File: config.mk
export PLATFORM = sky130hd
export DESIGN_NAME = arm_data_processing_execute_top
export DESIGN_NICKNAME = d
export VERILOG_FILES = /design/src/design/arm_dp_pkg.sv /design/src/design/arm_dp_regfile.sv /design/src/design/arm_dp_shifter.sv /design/src/design/arm_dp_alu.sv /design/src/design/arm_data_processing_execute_top.sv
export VERILOG_INCLUDE_DIRS = /design/src /design/src/design
export SDC_FILE = /design/constraint.sdc
export NUM_CORES = 2
export LEC_CHECK = 0
export BUFFER_PORTS_ARGS = -buffer_cell sky130_fd_sc_hd__buf_2
export CORE_MARGIN = 2
export CORE_UTILIZATION = 36
export CTS_CLUSTER_DIAMETER = 60
export CTS_CLUSTER_SIZE = 25
export DETAILED_ROUTE_END_ITERATION = 16
export PLACE_DENSITY = 0.59
export SLEW_MARGIN = 15
export SYNTH_ARGS = -nofsm -noshare
export SYNTH_HDL_FRONTEND = slang
export SYNTH_SLANG_ARGS = --single-unit
File: constraint.sdc
create_clock -name clk -period 8.25 [get_ports clk]
set_input_delay 0.4125 -clock clk [delete_from_list [all_inputs] [get_ports clk]]
set_output_delay 0.4125 -clock clk [all_outputs]
set_load 0.03 [all_outputs]
File: src/design/arm_data_processing_execute_top_defines.svh
// Assertion macros used by the execute block's top-level RTL file.
`ifndef ARM_DATA_PROCESSING_EXECUTE_TOP_DEFINES_SVH
`define ARM_DATA_PROCESSING_EXECUTE_TOP_DEFINES_SVH
`ifndef SYNTHESIS
// Same-cycle implication, checked out of reset.
`define ARM_DP_ASSERT_NOW(label, clk, rst_n, ante, cons) \
  label: assert property (@(posedge clk) disable iff (!rst_n) (ante) |-> (cons)) \
    else $error("arm_dp assertion failed");
// Next-cycle implication, checked out of reset.
`define ARM_DP_ASSERT_NEXT(label, clk, rst_n, ante, cons) \
  label: assert property (@(posedge clk) disable iff (!rst_n) (ante) |=> (cons)) \
    else $error("arm_dp assertion failed");
`else
`define ARM_DP_ASSERT_NOW(label, clk, rst_n, ante, cons)
`define ARM_DP_ASSERT_NEXT(label, clk, rst_n, ante, cons)
`endif
`endif

File: src/design/arm_dp_pkg.sv
// Types, codes and constants of the data-processing execute block.
package arm_dp_pkg;

  localparam int unsigned XLEN    = 32;
  localparam int unsigned RIDX_W  = 4;
  localparam int unsigned NREGS   = 16;
  localparam logic [RIDX_W-1:0] PC_IDX = 4'd15;
  localparam logic [XLEN-1:0] PC_AHEAD = 32'd4;

  // Input beat
  typedef struct packed {
    logic              command;
    logic [XLEN-1:0]   instruction;
    logic [RIDX_W-1:0] load_index;
    logic [XLEN-1:0]   load_value;
  } in_item_t;

  // Result beat
  typedef struct packed {
    logic [RIDX_W-1:0] dest_index;
    logic [XLEN-1:0]   result_value;
    logic              writes_register;
    logic [3:0]        flags_nzcv;
    logic              exception_return;
  } out_item_t;

  typedef enum logic {
    CMD_EXEC = 1'b0,
    CMD_LOAD = 1'b1
  } cmd_t;

  typedef enum logic [3:0] {
    OP_AND = 4'h0, OP_EOR = 4'h1, OP_SUB = 4'h2, OP_RSB = 4'h3,
    OP_ADD = 4'h4, OP_ADC = 4'h5, OP_SBC = 4'h6, OP_RSC = 4'h7,
    OP_TST = 4'h8, OP_TEQ = 4'h9, OP_CMP = 4'hA, OP_CMN = 4'hB,
    OP_ORR = 4'hC, OP_MOV = 4'hD, OP_BIC = 4'hE, OP_MVN = 4'hF
  } alu_op_t;

  typedef enum logic [1:0] {
    SH_LSL = 2'd0,
    SH_LSR = 2'd1,
    SH_ASR = 2'd2,
    SH_ROR = 2'd3
  } shift_t;

  // Register file read addresses
  typedef struct packed {
    logic [RIDX_W-1:0] rn;
    logic [RIDX_W-1:0] rm;
    logic [RIDX_W-1:0] rs;
  } rf_rd_t;

  // Register file write port
  typedef struct packed {
    logic              en;
    logic [RIDX_W-1:0] idx;
    logic [XLEN-1:0]   data;
  } rf_wr_t;

  // ALU outcome
  typedef struct packed {
    logic [XLEN-1:0] result;
    logic            writes;
    logic [3:0]      flags;
    logic            exc;
  } alu_res_t;

endpackage

File: src/design/arm_dp_regfile.sv
// Register file: two mirrored 16x32 arrays with reset-valid bits and write bypass.
module arm_dp_regfile (
  input  logic                                  clk,
  input  logic                                  rst_n,
  input  logic                                  rd_en,
  input  arm_dp_pkg::rf_rd_t                    rd,
  input  arm_dp_pkg::rf_wr_t                    wr,
  output logic [arm_dp_pkg::XLEN-1:0]           rn_val,
  output logic [arm_dp_pkg::XLEN-1:0]           rm_val,
  output logic [arm_dp_pkg::XLEN-1:0]           rs_val
);

  logic [arm_dp_pkg::XLEN-1:0] mem_a [arm_dp_pkg::NREGS];
  logic [arm_dp_pkg::XLEN-1:0] mem_b [arm_dp_pkg::NREGS];
  logic [arm_dp_pkg::NREGS-1:0] vld_r, vld_nxt;

  logic [arm_dp_pkg::XLEN-1:0] rn_r, rm_r, rs_r, byp_r;
  logic [2:0] hit_r, hit_nxt;
  logic [2:0] ok_r;

  // Copy A serves Rn and Rm, copy B serves Rs
  always_ff @(posedge clk) begin
    if (wr.en) begin
      mem_a[wr.idx] <= wr.data;
      mem_b[wr.idx] <= wr.data;
    end
    if (rd_en) begin
      rn_r <= mem_a[rd.rn];
      rm_r <= mem_a[rd.rm];
      rs_r <= mem_b[rd.rs];
    end
  end

  // Entry valid bits stand in for clearing the arrays at reset
  always_comb begin
    vld_nxt = vld_r;
    if (wr.en) begin
      vld_nxt[wr.idx] = 1'b1;
    end
  end

  always_ff @(posedge clk) begin
    if (!rst_n) begin
      vld_r <= '0;
    end else begin
      vld_r <= vld_nxt;
    end
  end

  // A write landing on the same edge as the read is bypassed
  always_comb begin
    hit_nxt[2] = wr.en && (wr.idx == rd.rn);
    hit_nxt[1] = wr.en && (wr.idx == rd.rm);
    hit_nxt[0] = wr.en && (wr.idx == rd.rs);
  end

  always_ff @(posedge clk) begin
    if (rd_en) begin
      hit_r  <= hit_nxt;
      byp_r  <= wr.data;
      ok_r   <= {vld_r[rd.rn], vld_r[rd.rm], vld_r[rd.rs]};
    end
  end

  // Final operand select
  assign rn_val = hit_r[2] ? byp_r : (ok_r[2] ? rn_r : '0);
  assign rm_val = hit_r[1] ? byp_r : (ok_r[1] ? rm_r : '0);
  assign rs_val = hit_r[0] ? byp_r : (ok_r[0] ? rs_r : '0);

endmodule

File: src/design/arm_dp_shifter.sv
// Barrel shifter forming operand 2 and its carry out.
module arm_dp_shifter (
  input  logic [arm_dp_pkg::XLEN-1:0] insn,
  input  logic [arm_dp_pkg::XLEN-1:0] rm_val,
  input  logic [7:0]                  rs_amt,
  input  logic                        cin,
  output logic [arm_dp_pkg::XLEN-1:0] op2,
  output logic                        carry
);

  // Returns {carry, value}
  function automatic logic [32:0] shift_core(input logic [31:0] v,
                                             input arm_dp_pkg::shift_t typ,
                                             input logic [7:0] n,
                                             input logic cin_f);
    logic [32:0]        w;
    logic signed [32:0] sw;
    logic [63:0]        dv;
    logic [32:0]        res;
    res = {cin_f, v};
    w   = '0;
    sw  = '0;
    dv  = '0;
    if (n != 8'd0) begin
      case (typ)
        arm_dp_pkg::SH_LSL: begin
          if (n < 8'd32) begin
            w   = {1'b0, v} << n[4:0];
            res = w;
          end else if (n == 8'd32) begin
            res = {v[0], 32'd0};
          end else begin
            res = '0;
          end
        end
        arm_dp_pkg::SH_LSR: begin
          if (n < 8'd32) begin
            w   = {v, 1'b0} >> n[4:0];
            res = {w[0], w[32:1]};
          end else if (n == 8'd32) begin
            res = {v[31], 32'd0};
          end else begin
            res = '0;
          end
        end
        arm_dp_pkg::SH_ASR: begin
          if (n < 8'd32) begin
            sw  = $signed({v, 1'b0}) >>> n[4:0];
            res = {sw[0], sw[32:1]};
          end else begin
            res = {v[31], {32{v[31]}}};
          end
        end
        arm_dp_pkg::SH_ROR: begin
          if (n[4:0] == 5'd0) begin
            res = {v[31], v};
          end else begin
            dv  = {v, v} >> n[4:0];
            res = {dv[31], dv[31:0]};
          end
        end
        default: res = {cin_f, v};
      endcase
    end
    return res;
  endfunction

  arm_dp_pkg::shift_t typ;
  logic [4:0]  rot;
  logic [63:0] imm_dv;
  logic [4:0]  imm_n;
  logic [32:0] sh;

  assign typ = arm_dp_pkg::shift_t'(insn[6:5]);
  assign rot = {insn[11:8], 1'b0};
  assign imm_n = insn[11:7];

  always_comb begin
    imm_dv = {24'd0, insn[7:0], 24'd0, insn[7:0]} >> rot;
    sh     = '0;
    if (insn[25]) begin
      // Rotated 8-bit immediate
      if (rot == 5'd0) begin
        sh = {cin, 24'd0, insn[7:0]};
      end else begin
        sh = {imm_dv[31], imm_dv[31:0]};
      end
    end else if (insn[4]) begin
      // Shift amount from low byte of Rs
      sh = shift_core(rm_val, typ, rs_amt, cin);
    end else if (imm_n != 5'd0 || typ == arm_dp_pkg::SH_LSL) begin
      sh = shift_core(rm_val, typ, {3'd0, imm_n}, cin);
    end else if (typ == arm_dp_pkg::SH_ROR) begin
      // RRX
      sh = {rm_val[0], cin, rm_val[31:1]};
    end else begin
      // LSR and ASR by zero encode a shift of 32
      sh = shift_core(rm_val, typ, 8'd32, cin);
    end
  end

  assign op2   = sh[31:0];
  assign carry = sh[32];

endmodule

File: src/design/arm_dp_alu.sv
// ALU for the sixteen data-processing opcodes with NZCV update.
module arm_dp_alu (
  input  logic [arm_dp_pkg::XLEN-1:0] insn,
  input  logic [arm_dp_pkg::XLEN-1:0] op1,
  input  logic [arm_dp_pkg::XLEN-1:0] op2,
  input  logic                        sh_carry,
  input  logic [3:0]                  flags_in,
  output arm_dp_pkg::alu_res_t        res
);

  arm_dp_pkg::alu_op_t op;
  logic [arm_dp_pkg::RIDX_W-1:0] rd;
  logic cin, vin;
  logic [31:0] x, y, r;
  logic        ci;
  logic [32:0] sum;
  logic        add_c, add_v;
  logic        logical, writes, exc;
  logic        c, v;

  assign op  = arm_dp_pkg::alu_op_t'(insn[24:21]);
  assign rd  = insn[15:12];
  assign cin = flags_in[1];
  assign vin = flags_in[0];

  // Adder operand select
  always_comb begin
    x  = op1;
    y  = ~op2;
    ci = 1'b1;
    unique case (op)
      arm_dp_pkg::OP_RSB: begin x = op2; y = ~op1; ci = 1'b1; end
      arm_dp_pkg::OP_ADD,
      arm_dp_pkg::OP_CMN: begin x = op1; y = op2;  ci = 1'b0; end
      arm_dp_pkg::OP_ADC: begin x = op1; y = op2;  ci = cin;  end
      arm_dp_pkg::OP_SBC: begin x = op1; y = ~op2; ci = cin;  end
      arm_dp_pkg::OP_RSC: begin x = op2; y = ~op1; ci = cin;  end
      default:            begin x = op1; y = ~op2; ci = 1'b1; end
    endcase
  end

  assign sum   = {1'b0, x} + {1'b0, y} + {32'd0, ci};
  assign add_c = sum[32];
  assign add_v = (~(x[31] ^ y[31])) & (x[31] ^ sum[31]);

  // Result select
  always_comb begin
    r       = sum[31:0];
    logical = 1'b1;
    writes  = 1'b1;
    exc     = 1'b0;
    unique case (op)
      arm_dp_pkg::OP_AND: r = op1 & op2;
      arm_dp_pkg::OP_EOR: r = op1 ^ op2;
      arm_dp_pkg::OP_SUB: begin
        logical = 1'b0;
        exc     = (rd == arm_dp_pkg::PC_IDX) && (op2 <= arm_dp_pkg::PC_AHEAD);
      end
      arm_dp_pkg::OP_RSB,
      arm_dp_pkg::OP_ADD,
      arm_dp_pkg::OP_ADC,
      arm_dp_pkg::OP_SBC,
      arm_dp_pkg::OP_RSC: logical = 1'b0;
      arm_dp_pkg::OP_TST: begin r = op1 & op2; writes = 1'b0; end
      arm_dp_pkg::OP_TEQ: begin r = op1 ^ op2; writes = 1'b0; end
      arm_dp_pkg::OP_CMP,
      arm_dp_pkg::OP_CMN: begin logical = 1'b0; writes = 1'b0; end
      arm_dp_pkg::OP_ORR: r = op1 | op2;
      arm_dp_pkg::OP_MOV: begin
        r = op2;
        // Exception return form clears bit 0
        if (rd == arm_dp_pkg::PC_IDX && insn[11:0] == 12'hE) begin
          r[0] = 1'b0;
          exc  = 1'b1;
        end
      end
      arm_dp_pkg::OP_BIC: r = op1 & ~op2;
      default:            r = ~op2;
    endcase
  end

  assign c = logical ? sh_carry : add_c;
  assign v = logical ? vin : add_v;

  assign res.result = r;
  assign res.writes = writes;
  assign res.exc    = exc;
  assign res.flags  = (insn[20] && !exc) ? {r[31], (r == 32'd0), c, v} : flags_in;

endmodule

File: src/design/arm_data_processing_execute_top.sv
// Top level of the ARM data-processing execute block.
// Usage:
//   in_valid/in_ready/in_data carry one beat per command: execute a
//   data-processing instruction or load one register file entry.
//   out_valid/out_ready/out_data return exactly one result beat per input
//   beat, in order.
//   Throughput: one beat per cycle unless out_ready stalls the output;
//   operands are read at acceptance and the previous beat's register
//   write is bypassed, so dependent instructions follow back to back.
//   The single execute stage sets this rate.
//   Reset (rst_n low, synchronous) empties both stages, marks every register
//   file entry as zero and clears NZCV.
//   When out_ready is low the result register holds; one more beat may sit
//   in the execute stage, after which in_ready drops until the output drains.
module arm_data_processing_execute_top (
  input  logic                  clk,
  input  logic                  rst_n,
  input  logic                  in_valid,
  output logic                  in_ready,
  input  arm_dp_pkg::in_item_t  in_data,
  output logic                  out_valid,
  input  logic                  out_ready,
  output arm_dp_pkg::out_item_t out_data
);

`include "arm_data_processing_execute_top_defines.svh"

  logic exe_valid_r, exe_valid_nxt;
  arm_dp_pkg::in_item_t exe_item_r;
  logic out_valid_r, out_valid_nxt;
  arm_dp_pkg::out_item_t out_data_r, out_data_nxt;
  logic [3:0] flags_r, flags_nxt;

  logic accept, advance, is_load;
  arm_dp_pkg::rf_rd_t rf_rd;
  arm_dp_pkg::rf_wr_t rf_wr;
  logic [arm_dp_pkg::XLEN-1:0] rn_val, rm_val, rs_val, op1, op2;
  logic sh_carry;
  arm_dp_pkg::alu_res_t alu;

  // Handshake
  assign advance  = exe_valid_r && (!out_valid_r || out_ready);
  assign in_ready = !exe_valid_r || advance;
  assign accept   = in_valid && in_ready;
  assign is_load  = (exe_item_r.command == arm_dp_pkg::CMD_LOAD);

  // Operand addresses come straight from the incoming beat
  assign rf_rd.rn = in_data.instruction[19:16];
  assign rf_rd.rm = in_data.instruction[3:0];
  assign rf_rd.rs = in_data.instruction[11:8];

  arm_dp_regfile u_rf (
    .clk    (clk),
    .rst_n  (rst_n),
    .rd_en  (accept),
    .rd     (rf_rd),
    .wr     (rf_wr),
    .rn_val (rn_val),
    .rm_val (rm_val),
    .rs_val (rs_val)
  );

  // Rn = PC reads ahead
  assign op1 = (exe_item_r.instruction[19:16] == arm_dp_pkg::PC_IDX)
             ? rn_val + arm_dp_pkg::PC_AHEAD : rn_val;

  arm_dp_shifter u_sh (
    .insn   (exe_item_r.instruction),
    .rm_val (rm_val),
    .rs_amt (rs_val[7:0]),
    .cin    (flags_r[1]),
    .op2    (op2),
    .carry  (sh_carry)
  );

  arm_dp_alu u_alu (
    .insn     (exe_item_r.instruction),
    .op1      (op1),
    .op2      (op2),
    .sh_carry (sh_carry),
    .flags_in (flags_r),
    .res      (alu)
  );

  // Register file write from the retiring beat
  always_comb begin
    rf_wr.en   = advance && (is_load || alu.writes);
    rf_wr.idx  = is_load ? exe_item_r.load_index : exe_item_r.instruction[15:12];
    rf_wr.data = is_load ? exe_item_r.load_value : alu.result;
  end

  // Next state for stages, flags and result
  always_comb begin
    exe_valid_nxt = exe_valid_r;
    out_valid_nxt = out_valid_r;
    flags_nxt     = flags_r;
    out_data_nxt  = out_data_r;
    if (out_valid_r && out_ready) begin
      out_valid_nxt = 1'b0;
    end
    if (advance) begin
      exe_valid_nxt = 1'b0;
      out_valid_nxt = 1'b1;
      if (is_load) begin
        out_data_nxt.dest_index       = exe_item_r.load_index;
        out_data_nxt.result_value     = exe_item_r.load_value;
        out_data_nxt.writes_register  = 1'b0;
        out_data_nxt.flags_nzcv       = flags_r;
        out_data_nxt.exception_return = 1'b0;
      end else begin
        flags_nxt                     = alu.flags;
        out_data_nxt.dest_index       = exe_item_r.instruction[15:12];
        out_data_nxt.result_value     = alu.result;
        out_data_nxt.writes_register  = alu.writes;
        out_data_nxt.flags_nzcv       = alu.flags;
        out_data_nxt.exception_return = alu.exc;
      end
    end
    if (accept) begin
      exe_valid_nxt = 1'b1;
    end
  end

  // Control registers
  always_ff @(posedge clk) begin
    if (!rst_n) begin
      exe_valid_r <= 1'b0;
      out_valid_r <= 1'b0;
      flags_r     <= '0;
    end else begin
      exe_valid_r <= exe_valid_nxt;
      out_valid_r <= out_valid_nxt;
      flags_r     <= flags_nxt;
    end
  end

  // Payload registers
  always_ff @(posedge clk) begin
    if (accept) begin
      exe_item_r <= in_data;
    end
    out_data_r <= out_data_nxt;
  end

  assign out_valid = out_valid_r;
  assign out_data  = out_data_r;

  // Checks
  `ARM_DP_ASSERT_NEXT(a_exe_hold, clk, rst_n, exe_valid_r && !advance,
    exe_valid_r && $stable(exe_item_r))
  `ARM_DP_ASSERT_NEXT(a_flags_only_exec, clk, rst_n, !(advance && !is_load),
    $stable(flags_r))
  `ARM_DP_ASSERT_NEXT(a_exc_keeps_flags, clk, rst_n, advance && !is_load && alu.exc,
    $stable(flags_r) && out_data_r.exception_return)
  `ARM_DP_ASSERT_NEXT(a_load_result, clk, rst_n, advance && is_load,
    !out_data_r.writes_register && !out_data_r.exception_return)
  `ARM_DP_ASSERT_NOW(a_out_flags_match, clk, rst_n, out_valid_r,
    out_data_r.flags_nzcv == flags_r || exe_valid_r)

endmodule
### Word level (Yosys, flattened, before mapping)

Memory sizes are Yosys's and may differ from the RTL's. A register that Yosys moved wholly into a read port is not among the register bits.
Cells that the tools add are included.

* add/subtract/negate cells: 3
* order comparisons: 7
* equality and inequality tests: 24
* shift-type cells: 9
* muxes and demuxes: 52
* bitwise logic cells: 12
* reductions and logical operators: 37

Operator list (number)
* $mux W33: 14
* $pmux W33 S4: 2
* $mux W32: 7
* $pmux W32 S6: 1
* $shr A64 B5 Y32: 2
* $pmux W33 S3: 1
* $shl A32 B5 Y33: 2
* $shr A33 B5 Y33: 2
* $sshr A33 B5 Y33: 2
* $and A32 B32 Y32: 2
* $not A32 Y32: 2
* $pmux W32 S2: 1
* $mux W42: 1
* $shr A40 B5 Y32: 1
* $eq A4 B4 Y1 const B: 9
* $add A32 B32 Y33: 1
* $add A33 B1 Y33: 1
* $add A32 B3 Y32 const B: 1
* $le A32 B3 Y1 const B: 1
* $logic_not A32 Y1: 1
* $or A32 B32 Y32: 1
* $xor A32 B32 Y32: 1
* $lt A4 B5 Y1 const B: 4
* $eq A4 B3 Y1 const B: 4
* 33 further kinds: 80

* register bits after elaboration: 165
* RAM bits: 1024
* bits of input ports: 73
* output and inout port bits: 44
* word-level logic and storage cells: 162
* memories: 2

Memories
* u_rf.mem_a: depth 16, width 32, read ports 2, clocked after memory_dff 2, write ports 1, RTL line arm_dp_regfile.sv:13 `logic [arm_dp_pkg::XLEN-1:0] mem_a [arm_dp_pkg::NREGS];`
* u_rf.mem_b: depth 16, width 32, read ports 1, clocked after memory_dff 1, write ports 1, RTL line arm_dp_regfile.sv:14 `logic [arm_dp_pkg::XLEN-1:0] mem_b [arm_dp_pkg::NREGS];`

### Logic depth before layout (Yosys ltp)

* depth after elaboration: 18
* gate-level depth with buffers: 34
* mapped depth without buffers: 29

### Hierarchy

Synthesis repeated with hierarchy kept, for this count alone.

* cells, all modules: 4568
* area, all modules: 55538.3 um^2

By module, submodules not included
* arm_dp_regfile: times used 1, cells each 1691, area an instance 32632.5 um^2, seq. area each 19718.9 um^2
* arm_dp_shifter: times used 1, cells each 1701, area an instance 12558.3 um^2, seq. area each 0.0 um^2
* arm_dp_alu: times used 1, cells each 904, area an instance 5641.7 um^2, seq. area each 0.0 um^2
* arm_data_processing_execute_top: times used 1, cells each 272, area an instance 4705.8 um^2, seq. area each 3453.3 um^2

### Least setup slack after synthesis

Ideal clock, no wire load.

* path kind: register to register
* from: register u_rf.hit_r[1]
* to: register out_data_r (netlist bit out_data[35]) (data pin)
* library setup time: 0.346 ns
* arrival: 6.856 ns
* required time: 7.904 ns
* path slack: 1.048 ns
* cell stages (with the launch flop): 31
* path buffers: 4
* clock period less this slack: 7.202 ns
* path through: edfxtp_1 buf_6 buf_6 buf_6 buf_6 and3b_1 a21oi_1 mux4_2 a2111oi_1 nand2_1 a221oi_1 a221oi_1 a311o_1 nand2_1 inv_1 mux2i_1 a21boi_0 inv_1 ha_1 a21oi_1 o311ai_0 nand2_1 a21oi_1 o21bai_1 a211oi_1 o41ai_1 o21ai_0 xor2_1 nand2_1 a32o_1 o21ai_0

* word-level cells in the longest chain between the ends: 14
* elaborated cells between the ends (all ways): 34
* classes of those cells: add/sub: 2; shift: 8; mux: 19; bitwise: 5

Ends and longest elaborated chain
* start, declared: RTL line arm_dp_regfile.sv:18 `logic [2:0] hit_r, hit_nxt;`
* start signal, assigned: RTL line arm_dp_regfile.sv:59 `hit_r <= hit_nxt;`
* $mux W32 *: RTL line arm_dp_regfile.sv:67 `assign rm_val = hit_r[1] ? byp_r : (ok_r[1] ? rm_r : '0);`
* $shr A64 B5 Y32: RTL line arm_dp_shifter.sv:58 `dv = {v, v} >> n[4:0];`
* $mux W33: RTL line arm_dp_shifter.sv:55 `if (n[4:0] == 5'd0) begin`
* $pmux W33 S4: RTL line arm_dp_shifter.sv:25 `case (typ)`
* $mux W33: RTL line arm_dp_shifter.sv:24 `if (n != 8'd0) begin`
* $mux W33: RTL line arm_dp_shifter.sv:91 `end else if (imm_n != 5'd0 || typ == arm_dp_pkg::SH_LSL) begin`
* $mux W33 *: RTL line arm_dp_shifter.sv:88 `end else if (insn[4]) begin`
* $mux W33 *: RTL line arm_dp_shifter.sv:81 `if (insn[25]) begin`
* $not A32 Y32
* $pmux W32 S2: RTL line arm_dp_alu.sv:31 `unique case (op)`
* $add A32 B32 Y33: RTL line arm_dp_alu.sv:42 `assign sum = {1'b0, x} + {1'b0, y} + {32'd0, ci};`
* $add A33 B1 Y33: RTL line arm_dp_alu.sv:42
* $pmux W32 S6 *: RTL line arm_dp_alu.sv:52 `unique case (op)`
* $mux W42 *: RTL line arm_data_processing_execute_top.sv:104 `if (is_load) begin`
* end signal, assigned: RTL line arm_data_processing_execute_top.sv:142 `out_data_r <= out_data_nxt;`
* end, declared: RTL line arm_data_processing_execute_top.sv:31 `arm_dp_pkg::out_item_t out_data_r, out_data_nxt;`

Mark *: on every way between the ends. The rest lies on a longest branch, timed or not.
A chain may end at the register's enable or synchronous reset.

### Worst setup path in the final report

* from: register u_rf.hit_r[1]
* to: register out_data_r (netlist bit out_data[2]) (data pin)

* word-level cells in the longest chain between the ends: 15
* elaborated cells between the ends (all ways): 38
* classes of those cells: add/sub: 2; order compare: 1; shift: 8; mux: 23; bitwise: 1; reduce/logical: 3

Ends and longest elaborated chain
* $mux W32 *: RTL line arm_dp_regfile.sv:67
* $shr A64 B5 Y32: RTL line arm_dp_shifter.sv:58
* $mux W33: RTL line arm_dp_shifter.sv:55
* $pmux W33 S4: RTL line arm_dp_shifter.sv:25
* $mux W33: RTL line arm_dp_shifter.sv:24
* $mux W33: RTL line arm_dp_shifter.sv:91
* $mux W33 *: RTL line arm_dp_shifter.sv:88
* $mux W33 *: RTL line arm_dp_shifter.sv:81
* $not A32 Y32 or $le A32 B3 Y1 (tied branches): RTL line arm_dp_alu.sv:36, arm_dp_alu.sv:38, arm_dp_alu.sv:57
* $pmux W32 S2 or $logic_and A1 B1 Y1 (tied branches): RTL line arm_dp_alu.sv:31, arm_dp_alu.sv:57
* $add A32 B32 Y33 or $pmux W1 S2 (tied branches): RTL line arm_dp_alu.sv:42, arm_dp_alu.sv:52
* $add A33 B1 Y33 or $logic_not A1 Y1 (tied branches): RTL line arm_dp_alu.sv:42, arm_dp_alu.sv:88
* $mux W1 or $logic_and A1 B1 Y1 (tied branches): RTL line arm_dp_alu.sv:82, arm_dp_alu.sv:88
* $mux W4 *: RTL line arm_dp_alu.sv:88 `assign res.flags = (insn[20] && !exc) ? {r[31], (r == 32'd0), c, v} : flags_in;`
* $mux W42 *: RTL line arm_data_processing_execute_top.sv:104

Marks and branches as above.

==> impl_results.md <==
- Worst setup slack after placement: -220.9 ps
- Die Span Y: just under 400 microns
- Synth Register Bits: approximately 750
- Deepest clock path buffer count: 3
- Clock H-tree levels: 2
- Final core area utilization: 44.37%
- Clock latency at the later pin of the worst-skew pair: 710 ps
- Power density over the cells: 187.7 mW/mm^2
- Violations in the final reports: max-capacitance violations, max-slew violations
- Power spent charging and discharging nets: slightly below 0.005 W
- Startpoint Class: flip-flop
- Highest ir drop seen on vdd: between 0.2 and 0.3 mV
- Smallest setup slack after layout: ~140 ps
- Area of the die: 0.1548 sq mm
- Min cycle time layout: between 8000 and 9000 ps
- Layout cell share with drive strength beyond 1: 31.62%
- Vias per cell: roughly 7
- Final estimated routing congestion in global placement: around 1.1
- TritonCTS Sinks: 749
- Total via count after detailed routing: around 54000
- CP peak stage delay: approximately 640 ps
- Overall fraction of global-route tracks in use: a little over two fifths
- Arr. time, crit path: about 8500 ps
- Capture instance of the worst register-to-register path: out_data[2]
- Ranking of synthesized cells by area: sky130_fd_sc_hd__edfxtp_1 (40%), sky130_fd_sc_hd__mux4_2 (17%), sky130_fd_sc_hd__nand2_1 (2.9%)
- Type of the worst min-delay path: input pin to flip-flop
- Initial Utilization: a little over a third
- Leakage dissipation: roughly 23 nW
- Sequential area share after synthesis: around two fifths
- Setup repair after global routing missed its margin: false
- Total Negative Setup Slacks: 0 ps
- Crit share post-route: between 90% and 100%
- Final Instance Count excl. Fillers: between 7000 and 8000
- Global-route wire length before repair: between 400 and 500 mm
- Core Area: 0.1503 sq mm
- Data required time at the worst endpoint: between 8000 and 9000 ps
- Max-slew violation count: 2
- Detailed-route wire length per cell: between 40 and 50 microns
- Count of boundary I/O pins: around 120
- Category of the most critical setup path: flip-flop to flip-flop
- Slew headroom: -6.641%
- Final-report setup violation count: 0
- Achievable frequency: approximately 120 MHz
- Clk pin slew, worst setup/hold paths: approximately 80 ps
- Number of buffers added by the clock tree synthesis step: between 50 and 60
- Combinational power share: between 30% and 40%
- Post-synthesis cell count: roughly 5000
- Vias in the first global route: between 50000 and 60000
- Internal power component: roughly 0.0076 W
- Post-DP HPWL: approximately 260 mm
- Number of library cell types mapped by synthesis: 116
- Clock Skew: ~66 ps
- Total congestion overflow: 0
- Length in cells of the worst reg-to-reg path: 31
- Worst hold path stage count: 1
- Largest net degree at the start of global routing: between 80 and 90
- Number of buffers added on ports: 110
- Final-stage net count: approximately 5700
- Root buffer selected by CTS: sky130_fd_sc_hd__clkbuf_16
- Share of power burned in the clock network: about a quarter
- Post-layout total power: 0.01252 W
- Run status: complete, but fails checks
- Area fraction of the dominant cell type after synthesis: roughly 40%
- Die width: 393.5 microns
- Power share of the sequential group: a little under two fifths
- Synth warn: 0
- DRT Pass-1 Iters: 6
- Hold Crit Endpoint: exe_item_r[3]
- Largest driver fanout on the critical path: 49
- Type of element capturing the critical path: flip-flop
- Cell area after synthesis: 0.05460 sq mm
- Placement row count: approximately 140
- Min-delay src: in_data[3]
- Syn nets: roughly 5000
- Placed cells: ~7500
- Cell type with the largest total area after synthesis: sky130_fd_sc_hd__edfxtp_1
- Filler cell count in the final layout: about 14000
- Count of final hold-check violations: 0
- Critical register-to-register path startpoint: u_rf.hit_r[1]
- Clock tree from TritonCTS: yes
- Async SR Flop Fraction: 0%
- Drt total wl: 337.0 mm
- Initial antenna violation count: 28
- Max capacitance violation total: 1
- Main flop type after synthesis: sky130_fd_sc_hd__edfxtp_1
- Critical Path Slowest Stage Cell: sky130_fd_sc_hd__a32oi_1
- Number of remaining DRC errors: 0
- Number of enable-type register cells in the synthesized netlist: roughly 730
- Synth-to-layout area growth: 22.12%
- Pin slew with the least headroom to its limit: 1596 ps
- Reg-to-reg setup timing slack: about 140 ps
- Sw frac: between 30% and 40%
- Number of design-rule violations left by the first detailed-router iteration: around 8300
- Avg Cell Area, Syn: roughly 11 sq um
- Post-detailed-route count of antenna-violating nets: 0
[per-stage QoR]
step / hold WS [ps] / instance area (sq um)
final: 121.0 / 66690
after global routing: 120.6 / 66660
after CTS: 73.16 / 66400
after detailed placement: 462.4 / 63810
after global placement: 443.8 / 63790
after floorplan: 435.6 / 54600
[power by group through the flow]
stage	registers [W]	logic, W	clock network, W
final	0.00462	0.00491	0.00298
after global routing	0.00462	0.00500	0.00315
after CTS	0.00461	0.00469	0.00303
after detailed placement	0.00470	0.00465	0
after global placement	0.00469	0.00468	0
after floorplan	0.00463	0.00213	0
[flip-flops by register name (all words and copies together), names as in the netlist, 3 cells and up]
register    count
exe_item_r     62
u_rf.rn_r      32
u_rf.rm_r      32
u_rf.vld_r     16
u_rf.hit_r      3
u_rf.mem_b    512
out_data       42
u_rf.ok_r       3
u_rf.byp_r     32
flags_r         4
u_rf.rs_r       8
[cells in the final DEF, fill, tap and decap left out, drive strengths merged, types with 23 or more instances in the layout]
master,n
buf,1053
edfxtp,727
nand2,430
mux4,422
a21oi,315
nor2,288
o21ai,287
nand3,184
o211ai,123
mux2i,115
nand4,96
inv,95
a32oi,82
a22oi,78
nor3,73
a211oi,72
ha,68
and2,67
clkbuf,60
a221oi,58
mux2,58
dlygate4sd3,51
xnor2,47
nand3b,47
o22ai,45
a31oi,44
a2111oi,37
o21a,36
a21boi,36
o221ai,35
o31ai,30
a21o,26
clkinv,24
o2111ai,23
[what timing repair did]
action	CTS	global route
hold buffers	51	0
setup endpoints to repair	58	116
hold endpoints to repair	51	0
cloned	0	0
pin swaps	1	6
resized for setup	5	46
setup buffers	2	8
[synthesized netlist by cell type, types with 20 or more instances]
cell type	n
sky130_fd_sc_hd__edfxtp_1	727
sky130_fd_sc_hd__mux4_2	422
sky130_fd_sc_hd__nand2_1	422
sky130_fd_sc_hd__a21oi_1	314
sky130_fd_sc_hd__nor2_1	285
sky130_fd_sc_hd__o21ai_0	279
sky130_fd_sc_hd__clkbuf_1	236
sky130_fd_sc_hd__nand3_1	183
sky130_fd_sc_hd__o211ai_1	122
sky130_fd_sc_hd__mux2i_1	113
sky130_fd_sc_hd__buf_2	102
sky130_fd_sc_hd__nand4_1	94
sky130_fd_sc_hd__a32oi_1	82
sky130_fd_sc_hd__a22oi_1	78
sky130_fd_sc_hd__nor3_1	72
sky130_fd_sc_hd__a211oi_1	70
sky130_fd_sc_hd__ha_1	68
sky130_fd_sc_hd__buf_1	65
sky130_fd_sc_hd__inv_1	65
sky130_fd_sc_hd__and2_1	61
sky130_fd_sc_hd__a221oi_1	58
sky130_fd_sc_hd__mux2_2	54
sky130_fd_sc_hd__xnor2_1	47
sky130_fd_sc_hd__o22ai_1	45
sky130_fd_sc_hd__a31oi_1	44
sky130_fd_sc_hd__nand3b_1	38
sky130_fd_sc_hd__a2111oi_0	36
sky130_fd_sc_hd__o21a_1	36
sky130_fd_sc_hd__o221ai_1	34
sky130_fd_sc_hd__a21boi_0	33
sky130_fd_sc_hd__o31ai_1	30
sky130_fd_sc_hd__a21o_1	26
sky130_fd_sc_hd__o2111ai_1	23
sky130_fd_sc_hd__a221o_1	22
sky130_fd_sc_hd__and3_1	22
sky130_fd_sc_hd__dfxtp_1	22
sky130_fd_sc_hd__buf_4	20
sky130_fd_sc_hd__or3_1	20
[worst max-delay path by stage]
| stage | slack, ps | to | cells past startpoint | from |
|---|---|---|---|---|
| floorplan | 1050 | out_data[35] | 30 | u_rf.hit_r[1] |
| global placement | -1080 | u_rf.mem_b[4][31] | 35 | u_rf.hit_r[1] |
| detailed placement | -220 | u_rf.mem_b[4][31] | 32 | u_rf.hit_r[0] |
| CTS | 80 | out_data[3] | 30 | u_rf.hit_r[1] |
| global route | 3 | flags_r[2] | 31 | u_rf.hit_r[1] |
| finish | 140 | out_data[2] | 31 | u_rf.hit_r[1] |
[kinds of logic after synthesis]
| kind of cell | count (synthesis) | synth area share, % |
|---|---|---|
| buffers and inverters | 514 | 4.152 |
| AOI/OAI and AO/OA | 1530 | 19.38 |
| DFF | 749 | 40.79 |
| and+or+nand+nor | 1355 | 12.26 |
| adders and majority gates | 70 | 1.631 |
| xor gates and xnor gates | 66 | 1.059 |
| muxes | 595 | 20.73 |
[routing by layer]
metal | routed length [microns] | track usage [%] | part of all wire (%)
met1 | 127000 | 54.00 | 38
met2 | 149800 | 65.61 | 44
met3 | 32530 | 8.529 | 9.7
met4 | 27500 | 27.00 | 8.2
met5 | 152 | 0 | 0.045
[critical path, delay by kind of cell (launching register included)]
kind | cells | cell delay (ps)
compound gates | 14 | 3710
fa+ha+maj | 1 | 250
buf+inv | 6 | 1030
flops | 1 | 420
mux | 2 | 520
simple gates | 8 | 1860
[cell type report]
cell class              count  area (sq um)  share of cell area [%]
flip-flops and latches    749         22270                   33.40
clock inverters            48         585.6                  0.8781
repair buffers           1104          8967                   13.45
diodes                     12         30.03                 0.04503
inverters                  74         277.8                  0.4165
well taps                2016          2522                   3.783
clock buffers              60          1448                   2.171
multi-input cells        3616         30580                   45.86
Power figures use the tool's default switching activity.
